File: src/hw/rtl/rc4_pkg.sv
// ----------------------------------------------------------------------------
// RC4 package
// Shared types and constants for the RC4 controller and datapath.
// ----------------------------------------------------------------------------
package rc4_pkg;

  localparam logic       OP_KEY  = 1'b0;
  localparam logic       OP_DATA = 1'b1;

  localparam logic [1:0] STAT_OK       = 2'd0;
  localparam logic [1:0] STAT_NO_KEY   = 2'd1;
  localparam logic [1:0] STAT_KEY_LONG = 2'd2;

  typedef enum logic [3:0] {
    ST_INIT,
    ST_IDLE,
    ST_FILL,
    ST_KS_RD,
    ST_KS_ACC,
    ST_KS_WA,
    ST_KS_WK,
    ST_GEN_RI,
    ST_GEN_RJ,
    ST_GEN_WJ,
    ST_GEN_WI,
    ST_GEN_OUT
  } state_t;

  typedef struct packed {
    logic key_wr;
    logic bypass;
    logic cap;
    logic sched_start;
    logic fill;
    logic ks_rd;
    logic ks_acc;
    logic ks_wa;
    logic ks_wk;
    logic sched_done;
    logic gen_ri;
    logic gen_rj;
    logic gen_wj;
    logic gen_wi;
    logic gen_out;
  } dp_cmd_t;

  typedef struct packed {
    logic keyed;
    logic k_last;
  } dp_sts_t;

endpackage

File: src/hw/rtl/rc4_ctrl.sv
// ----------------------------------------------------------------------------
// RC4 controller
// Sequences the identity fill, key schedule and keystream steps.
// ----------------------------------------------------------------------------
module rc4_ctrl (
  input  logic             clk,
  input  logic             rst_n,
  input  logic             start,
  input  logic             in_opcode,
  input  logic             in_is_last,
  input  rc4_pkg::dp_sts_t sts,
  output rc4_pkg::dp_cmd_t cmd,
  output logic             busy
);
  import rc4_pkg::*;

  state_t state_r, state_nxt;

  always_ff @(posedge clk) begin
    if (!rst_n) begin
      state_r <= ST_INIT;
    end else begin
      state_r <= state_nxt;
    end
  end

  always_comb begin
    state_nxt = state_r;
    cmd       = '0;
    case (state_r)
      ST_INIT: begin
        cmd.fill = 1'b1;
        if (sts.k_last) state_nxt = ST_IDLE;
      end
      ST_IDLE: begin
        if (start) begin
          case (in_opcode)
            OP_KEY: begin
              cmd.key_wr = 1'b1;
              if (in_is_last) begin
                cmd.sched_start = 1'b1;
                state_nxt       = ST_FILL;
              end
            end
            OP_DATA: begin
              if (sts.keyed) begin
                cmd.cap   = 1'b1;
                state_nxt = ST_GEN_RI;
              end else begin
                cmd.bypass = 1'b1;
              end
            end
            default: state_nxt = ST_IDLE;
          endcase
        end
      end
      ST_FILL: begin
        cmd.fill = 1'b1;
        if (sts.k_last) state_nxt = ST_KS_RD;
      end
      ST_KS_RD: begin
        cmd.ks_rd = 1'b1;
        state_nxt = ST_KS_ACC;
      end
      ST_KS_ACC: begin
        cmd.ks_acc = 1'b1;
        state_nxt  = ST_KS_WA;
      end
      ST_KS_WA: begin
        cmd.ks_wa = 1'b1;
        state_nxt = ST_KS_WK;
      end
      ST_KS_WK: begin
        cmd.ks_wk = 1'b1;
        if (sts.k_last) begin
          cmd.sched_done = 1'b1;
          state_nxt      = ST_IDLE;
        end else begin
          state_nxt = ST_KS_RD;
        end
      end
      ST_GEN_RI: begin
        cmd.gen_ri = 1'b1;
        state_nxt  = ST_GEN_RJ;
      end
      ST_GEN_RJ: begin
        cmd.gen_rj = 1'b1;
        state_nxt  = ST_GEN_WJ;
      end
      ST_GEN_WJ: begin
        cmd.gen_wj = 1'b1;
        state_nxt  = ST_GEN_WI;
      end
      ST_GEN_WI: begin
        cmd.gen_wi = 1'b1;
        state_nxt  = ST_GEN_OUT;
      end
      ST_GEN_OUT: begin
        cmd.gen_out = 1'b1;
        state_nxt   = ST_IDLE;
      end
      default: state_nxt = ST_IDLE;
    endcase
  end

  assign busy = (state_r != ST_IDLE);

endmodule

File: config.mk
export PLATFORM = sky130hd
export DESIGN_NAME = rc4_ctrl
export DESIGN_NICKNAME = d
export VERILOG_FILES = /design/src/hw/rtl/rc4_pkg.sv /design/src/hw/rtl/rc4_ctrl.sv
export SDC_FILE = /design/constraint.sdc
export NUM_CORES = 1
export LEC_CHECK = 0
export ABC_CLOCK_PERIOD_IN_PS = 1400
export BUFFER_PORTS_ARGS = -buffer_cell sky130_fd_sc_hd__buf_4
export CAP_MARGIN = 20
export CORE_AREA = 3 3 40 42
export DETAILED_ROUTE_END_ITERATION = 16
export DIE_AREA = 0 0 43 45
export GPL_ROUTABILITY_DRIVEN = 0
export PLACE_DENSITY = 0.59
export SLEW_MARGIN = 15
export SYNTH_ARGS = -nofsm -noshare
export SYNTH_HDL_FRONTEND = slang
export SYNTH_SLANG_ARGS = --single-unit
File: constraint.sdc
create_clock -name clk -period 1.4 [get_ports clk]
set_input_delay 0.07 -clock clk [delete_from_list [all_inputs] [get_ports clk]]
set_output_delay 0.07 -clock clk [all_outputs]
set_load 0.05 [all_outputs]
==> results of run 1 <==
[critical path, cell delays in order (launching register included)]
cell	delay [ns]
dfxtp_4	0.35
nor4b_4	0.35
nand2_2	0.11
nor3b_2	0.19
buf_6	0.18
[per-stage QoR]
stage,utilization [%],worst slack (ns)
2_1_floorplan,-,-0.219
3_3_place_gp,50.0,0.0555
3_5_place_dp,50.0,0.0316
4_1_cts,56.0,-0.105
5_1_grt,63.3,-0.144
6_report,63.3,-0.0828
[where the power goes]
part	internal [W]	leakage [nW]	switching, W
logic	0.000124	0.284	0.000150
registers	0.000122	0.0352	0.0000158
clock network	0.0000954	0.0138	0.0000408
[final timing paths]
check,slack (ns),startpoint,cells past startpoint,end
worst max register to register,0.09,state_r[2]$_SDFFE_PN0P_,5,state_r[0]$_SDFFE_PN0P_
worst min-delay path,0.08,rst_n,2,state_r[3]$_SDFFE_PN0P_
worst max-delay path,-0.08,state_r[2]$_SDFFE_PN0P_,4,cmd[11]
worst min register to register,0.55,state_r[1]$_SDFFE_PN0P_,2,state_r[1]$_SDFFE_PN0P_
[cell families after synthesis]
kind of cell,Yosys count,synth area share [%]
AND/OR/NAND/NOR,30,45.6
AO/OA/AOI/OAI,9,18.2
buffers and inverters,6,11.2
flip-flops,4,19.5
multiplexers,2,5.47
[cell usage after synthesis, types with 2 or more instances]
cell type,instances
nor3_1,4
dfxtp_1,4
o21a_1,2
o21ai_0,2
buf_6,3
nand3_1,3
mux2_2,2
nand2_1,2
nand2b_1,4
nor2_1,9
[final cells by class]
type	count	area (µm²)	area share (%)
clock buffers	3	22.5	2.77
inverters	2	10.0	1.23
multi-input cells	41	384	47.2
flip-flops and latches	4	92.6	11.4
well taps	15	18.8	2.31
repair buffers	32	285	35.1
[per-layer routing]
metal | wire, µm | track usage, % | up-vias
met5 | 0 | 0 | -
met4 | 0 | 7.23 | 0
met3 | 29 | 2.39 | 0
met2 | 708 | 21.6 | 5
met1 | 564 | 19.2 | 223
li1 | - | - | 241
[what timing repair did]
item	in CTS	in global routing
endpoints found under the hold margin	0	0
pin swaps	5	2
buffers inserted	3	2
cloned	0	0
setup endpoints to repair	14	12
gates resized for setup	12	22
==> flow_summary.toml, run 1 <==
[synth]
synth_ff_type = "dfxtp_1"
yosys.cell_types.count = 26
ys_seq_area_share_pct = 19.5
yosysTopAreaCellShare_pct = 19.5
netlist_area_um2 = 412
synth_top_area_cell = "dfxtp_1"
ys_warn_count = 0
synthesis.nets = 58
syn-mean-instance-area_um2 = 8.07
postSynth.asyncResetShare_pct = 0
synth_edf_count = 0
synthTopCellsByArea = "dfxtp_1, nor2_1, buf_6, nand2b_1, nor4b_4"
ys_ff_latch = 4
synth_cells = 51

[finish]
mostFrequentLayoutCell = "buf_4"
largest_reg_flops = 4
final_nets = 91
antenna_cells = 0
regMostFlops = "state_r"
drive_gt1_share_pct = 81.7
final_cell_area_um2 = 813
reg.largest.list = "state_r (4)"
fillers = 110
final_cell_mix = "buf_4, buf_6, nor2_4"
final_cells = 97
area.growth.synth_to_final_pct = 97.6

[global_route]
grt_max_degree = 11
antenna_found_initial = 0
grt_pass1_wl_mm = 2.06
global_route.usage.total_pct = 14.1
grt_overflow = 0
grt_pass1_vias = 463

[floorplanning]
core-area_um2 = 1280
ios = 23
dieArea_um2 = 1940
die_h_um = 45
rows = 13
start_util_pct = 32.0
die_w_um = 43

[detailed_routing]
drt_wl_total_mm = 1.30
routedWlPerCell_um = 13.4
via_count = 469
postRouteAntennaNets = 0
vias_per_cell = 4.84
drc = 0
first_pass_iters = 4
drtIter0Drc = 12

[sta]
final-hold-violation-count = 0
rsz0062_at_grt = "true"
relSlewSlack_pct = 77.9
fmax_ghz = 0.674
tns_ns = -0.263
setup_violations = 5
fin_crit_ns = 1.48
hold_slack_ns = 0.0815
slew_violations = 0
finalClockSkew_ns = 0.00178
layout_setup_ws_ns = -0.0828
tightest_slew_ns = 0.330
min_period_over_period_pct = 106

[clocking]
cts_buffers = 3
holdBufCountCts = 0
h-tree-depth = 1
clock_latency_ns = 0.23
path_clk_slew_ns = 0.04
cts-root-buf = "clkbuf_4"
cts_tree = "yes"
cts_buffer_depth = 2
cts_sinks = 4

[critical_path]
critical_path_class = "flop to output pin"
cp_data_arrival_time_ns = 1.41
critPathCaptureType = "output pin"
critPathLaunchType = "flop"
path_max_fanout = 4
cp.required_ns = 1.33

[power_and_ir_drop]
powerDensity_nw_per_um2 = 674
ir_drop_v = 0.000520
power_w = 0.000548
p_leak_nw = 0.333

[run_status]
outcome = "finished, violations left"
violations = "setup timing"

[placement]
place.port_buffers = 22
place_hpwl_um = 837
placed_cell_area_um2 = 642
placed_cells = 89

[hold_path]
hold_path_class = "primary input to flop"

[job]
drv_cap = 0
Power figures use the tool's default switching activity.
==> run 2: changes to the inputs <==
--- a/config.mk
+++ b/config.mk
@@ -7,3 +7,3 @@
 export LEC_CHECK = 0
-export ABC_CLOCK_PERIOD_IN_PS = 1400
+export ABC_CLOCK_PERIOD_IN_PS = 1200
 export BUFFER_PORTS_ARGS = -buffer_cell sky130_fd_sc_hd__buf_4
@@ -14,3 +14,3 @@
 export GPL_ROUTABILITY_DRIVEN = 0
-export PLACE_DENSITY = 0.59
+export PLACE_DENSITY = 0.62
 export SLEW_MARGIN = 15
==> constraint.sdc (replaced) <==
create_clock -name clk -period 1.2 [get_ports clk]
set_input_delay 0.18 -clock clk [delete_from_list [all_inputs] [get_ports clk]]
set_output_delay 0.18 -clock clk [all_outputs]
set_load 0.05 [all_outputs]
==> run 2 against run 1 <==
Global-route usage up 2.7 points. The run still ends with setup timing left. Sequential cell count unchanged. Die area unchanged. Critical path depth unchanged. Register-to-register slack worse by 0.26 ns. Clock power up 21%. Power up 41%. Clock skew about the same.
==> flow_summary.toml, run 2 (synthesis gave the netlist of run 1 again) <==
[run_status]
outcome = "finished, violations left"
violations = "setup timing"

[critical_path]
critPathCaptureType = "output pin"
reg2reg_from = "state_r[2]$_SDFFE_PN0P_"
r2r_slack_ns = -0.17
critical_path_class = "flop to output pin"
crit_start = "state_r[1]$_SDFFE_PN0P_"
critPathLaunchType = "flop"
cp.required_ns = 1.02
path_max_fanout = 3
crit_end = "cmd[11]"
r2r_end = "state_r[0]$_SDFFE_PN0P_"
r2r_cells = 5
cp_data_arrival_time_ns = 1.39

[job]
drv_cap = 0

[global_route]
antenna_found_initial = 0
grt_overflow = 0
grt_pass1_wl_mm = 2.42
global_route.usage.total_pct = 16.8
grt_max_degree = 9
grt_pass1_vias = 563

[detailed_routing]
routedWlPerCell_um = 13.8
postRouteAntennaNets = 0
drt_wl_total_mm = 1.52
via_count = 552
first_pass_iters = 4
vias_per_cell = 5.02
drtIter0Drc = 9
drc = 0

[clocking]
clock_latency_ns = 0.23
cts-root-buf = "clkbuf_4"
cts_buffers = 3
cts_tree = "yes"
h-tree-depth = 1
holdBufCountCts = 0
cts_buffer_depth = 2
cts_sinks = 4
path_clk_slew_ns = 0.04

[floorplanning]
ios = 23
dieArea_um2 = 1940
rows = 13
die_h_um = 45
start_util_pct = 32.0
core-area_um2 = 1280
die_w_um = 43

[sta]
hold_slack_ns = 0.196
slew_violations = 0
layout_setup_ws_ns = -0.375
finalClockSkew_ns = 0.00135
tightest_slew_ns = 0.281
min_period_over_period_pct = 131
rsz0062_at_grt = "true"
relSlewSlack_pct = 81.2
setup_violations = 19
fmax_ghz = 0.635
tns_ns = -4.28
fin_crit_ns = 1.57
final-hold-violation-count = 0

[power_and_ir_drop]
switchingPower_w = 0.000293
powerDensity_nw_per_um2 = 741
p_leak_nw = 0.428
power_frac_seq_pct = 20.0
combPwrFrac_pct = 58.6
p_clk_share_pct = 21.4
internal_power_w = 0.000480
swShare_pct = 37.9
ir_drop_v = 0.000641

[hold_path]
hold_path_class = "primary input to flop"
hold_start = "rst_n"

[finish]
largest_reg_flops = 4
reg.largest.list = "state_r (4)"
final_core_utilization_pct = 81.2
seq_area_um2 = 87.6
fillers = 79
area.growth.synth_to_final_pct = 153
final_cell_mix = "buf_4, buf_6, nor2_4"
antenna_cells = 0
drive_gt1_share_pct = 86.3
multi_input_area_um2 = 460
final_nets = 104
regMostFlops = "state_r"
mostFrequentLayoutCell = "buf_4"

[placement]
place.port_buffers = 22
place_hpwl_mm = 1.10
-- run 2: changes by cell type in the layout (fill, tap and decap cells not counted), sizes merged --
| cell | previous run | this run |
|---|---|---|
| buf | 32 | 45 |
-- run 2: cell type report --
type	count	area share (%)
clock buffers	3	2.16
inverters	2	0.959
multi-input cells	41	44.1
flip-flops and latches	4	8.39
well taps	15	1.80
repair buffers	45	42.6
-- run 2: per-stage QoR --
stage               setup WS (ns)  area, µm²  cells  total power (W)
floorplan                  -0.347        520     51         0.000376
global placement           -0.158        812    101         0.000502
detailed placement         -0.201        812    101         0.000506
CTS                        -0.387        980    106         0.000730
global route               -0.478       1040    110         0.000817
finish                     -0.375       1040    110         0.000773
-- run 2: worst max-delay path, cell delays in order (launching register included) --
cell and delay, ns:
dfxtp_2 0.33, nor4b_4 0.34, nand2_2 0.13, nor3b_4 0.18
buf_6 0.18
-- run 2: power by group through the flow --
stage	Sequential (W)	Clock, W	Combinational, W
CTS	0.000155	0.000171	0.000404
global route	0.000155	0.000184	0.000479
global placement	0.000158	0	0.000344
finish	0.000155	0.000165	0.000453
floorplan	0.000158	0	0.000218
detailed placement	0.000157	0	0.000349
-- run 2: worst min-delay path by stage --
| stage | endpoint | cells after the start |
|---|---|---|
| after detailed placement | state_r[3]$_SDFFE_PN0P_ | 2 |
| after CTS | state_r[3]$_SDFFE_PN0P_ | 2 |
| after floorplan | state_r[3]$_SDFFE_PN0P_ | 1 |
| after global placement | state_r[3]$_SDFFE_PN0P_ | 2 |
| after global routing | state_r[3]$_SDFFE_PN0P_ | 2 |
| final | state_r[3]$_SDFFE_PN0P_ | 2 |
-- run 2: what timing repair did --
action	4_1_cts	5_1_grt
pin swaps	7	7
buffers inserted	2	6
setup endpoints to repair	19	19
gates resized for setup	32	11
-- run 2: per-layer routing --
| layer | vias up | GRT usage (%) | share of wire, % |
|---|---|---|---|
| li1 | 269 | - | - |
| met1 | 253 | 16.8 | 34 |
| met2 | 28 | 33.5 | 58 |
| met3 | 2 | 4.38 | 6.8 |
| met4 | 0 | 5.42 | 1.1 |
| met5 | - | 0 | 0 |
==> run 3: changes to the inputs <==
Settings changed: CORE_AREA 3 3 40 42 to 2 2 39 41, DIE_AREA 0 0 43 45 to 0 0 41 43.
==> run 3 against run 2 <==
The run still ends with setup timing left. Worst hold slack worse by 0.0053 ns. Clock power is 3% lower. Sequential cell count stayed put. Die area is 8.9% lower. Non-clock buffer count is 1 higher. Sequential share of layout area is 0.15 points lower. Setup slack worse by 0.036 ns. Critical path type unchanged. Critical endpoint unchanged. Highest routed layer unchanged.
==> flow_summary.toml, run 3 (synthesis gave the netlist of run 1 again) <==
[critical_path]
cp.required_ns = 1.02
cp_data_arrival_time_ns = 1.43
critical_path_class = "flop to output pin"
critPathMaxStageDelay_ns = 0.35
critPathCaptureType = "output pin"
crit_chain = "nor4b_4 > nand2_2 > nor3b_4 > buf_6"
path_buf_inv = 1
crit_path_top_delay_cell = "nor4b_4"
path_max_fanout = 3
critPathLaunchType = "flop"
cp_top_family = "simple AND/OR/NAND/NOR gates"

[global_route]
grt_pass1_vias = 536
antenna_found_initial = 0
grt_overflow = 0
grt_pass1_wl_mm = 2.33
global_route.usage.total_pct = 19.5
grt_max_degree = 7

[detailed_routing]
drc = 0
drtIter0Drc = 6
routedWlPerCell_um = 13.0
vias_per_cell = 4.78
postRouteAntennaNets = 0
via_count = 535
first_pass_iters = 4
drt_wl_total_mm = 1.45

[finish]
final_nets = 105
final_cell_mix = "buf_4, buf_6, nor2_2"
reg.largest.list = "state_r (4)"
fillers = 83
mostFrequentLayoutCell = "buf_4"
antenna_cells = 0
area.growth.synth_to_final_pct = 158
regMostFlops = "state_r"
drive_gt1_share_pct = 85.4
largest_reg_flops = 4

[floorplanning]
die_h_um = 43
dieArea_um2 = 1760
rows = 14
start_util_pct = 29.7
core-area_um2 = 1380
ios = 23
die_w_um = 41

[sta]
tightest_slew_ns = 0.290
min_period_over_period_pct = 134
fin_crit_ns = 1.61
hold_slack_ns = 0.191
fmax_ghz = 0.621
slew_violations = 0
relSlewSlack_pct = 80.6
layout_setup_ws_ns = -0.411
finalClockSkew_ns = 0.000408
rsz0062_at_grt = "true"
setup_violations = 19
final-hold-violation-count = 0

[run_status]
violations = "setup timing"
outcome = "finished, violations left"

[power_and_ir_drop]
ir_drop_v = 0.000640
powerDensity_nw_per_um2 = 739
p_leak_nw = 0.451
power_w = 0.000785

[clocking]
cts_buffer_depth = 2
h-tree-depth = 1
holdBufCountCts = 0
clock_latency_ns = 0.23
cts-root-buf = "clkbuf_4"
path_clk_slew_ns = 0.04
cts_tree = "yes"
cts_buffers = 3
cts_sinks = 4

[placement]
place_hpwl_um = 999
place.port_buffers = 22

[job]
drv_cap = 0

[hold_path]
hold_path_class = "primary input to flop"
-- run 3: final cells by class --
type,count,area (µm²),share of cell area (%)
clock buffers,3,22.5,2.12
inverters,2,10.0,0.942
multi-input cells,41,438,41.2
flip-flops and latches,4,87.6,8.24
well taps,16,20.0,1.88
repair buffers,46,484,45.6
-- run 3: power by group --
group	switching, W	internal (W)
combinational	0.000229	0.000240
sequential	0.0000125	0.000143
clock	0.0000488	0.000111
total	0.000290	0.000495
-- run 3: worst paths after layout --
kind / start / to / slack [ns] / cells past startpoint
setup / recovery: state_r[1]$_SDFFE_PN0P_ / cmd[11] / -0.41 / 4
setup reg to reg: state_r[1]$_SDFFE_PN0P_ / state_r[0]$_SDFFE_PN0P_ / -0.17 / 6
hold reg to reg: state_r[2]$_SDFFE_PN0P_ / state_r[2]$_SDFFE_PN0P_ / 0.63 / 2
hold / removal: rst_n / state_r[3]$_SDFFE_PN0P_ / 0.19 / 2
-- run 3: per-layer routing --
layer | wire (µm) | GRT usage (%) | part of all wire, % | vias up
met4 | 11 | 10.0 | 0.76 | 0
met1 | 623 | 23.9 | 43 | 258
met3 | 18 | 2.09 | 1.2 | 2
met2 | 799 | 31.6 | 55 | 6
li1 | - | - | - | 269
met5 | 0 | 0 | 0 | -
-- run 3: timing repair --
| item | 4_1_cts | 5_1_grt |
|---|---|---|
| gates resized for setup | 34 | 7 |
| setup buffers | 6 | 3 |
| pin swaps | 6 | 7 |
| setup endpoints to repair | 19 | 19 |
-- run 3: worst reg2reg max path, cell delays in order, from the launching register on --
cell,delay [ns]
dfxtp_2,0.33
nor4b_4,0.35
buf_4,0.19
inv_4,0.04
buf_6,0.11
a21oi_4,0.15
o21ba_4,0.14
-- run 3: metrics by stage --
stage               instance area (µm²)  cells  TNS, ns  setup WS [ns]  utilization [%]
finish                             1060    112    -4.92         -0.411             76.8
global route                       1060    112    -6.03         -0.488             76.8
CTS                                1010    109    -4.29         -0.400             72.9
detailed placement                  798    100    -1.82         -0.212             57.7
global placement                    798    100    -1.41         -0.180             57.7
floorplan                           520     51    -2.93         -0.347                -
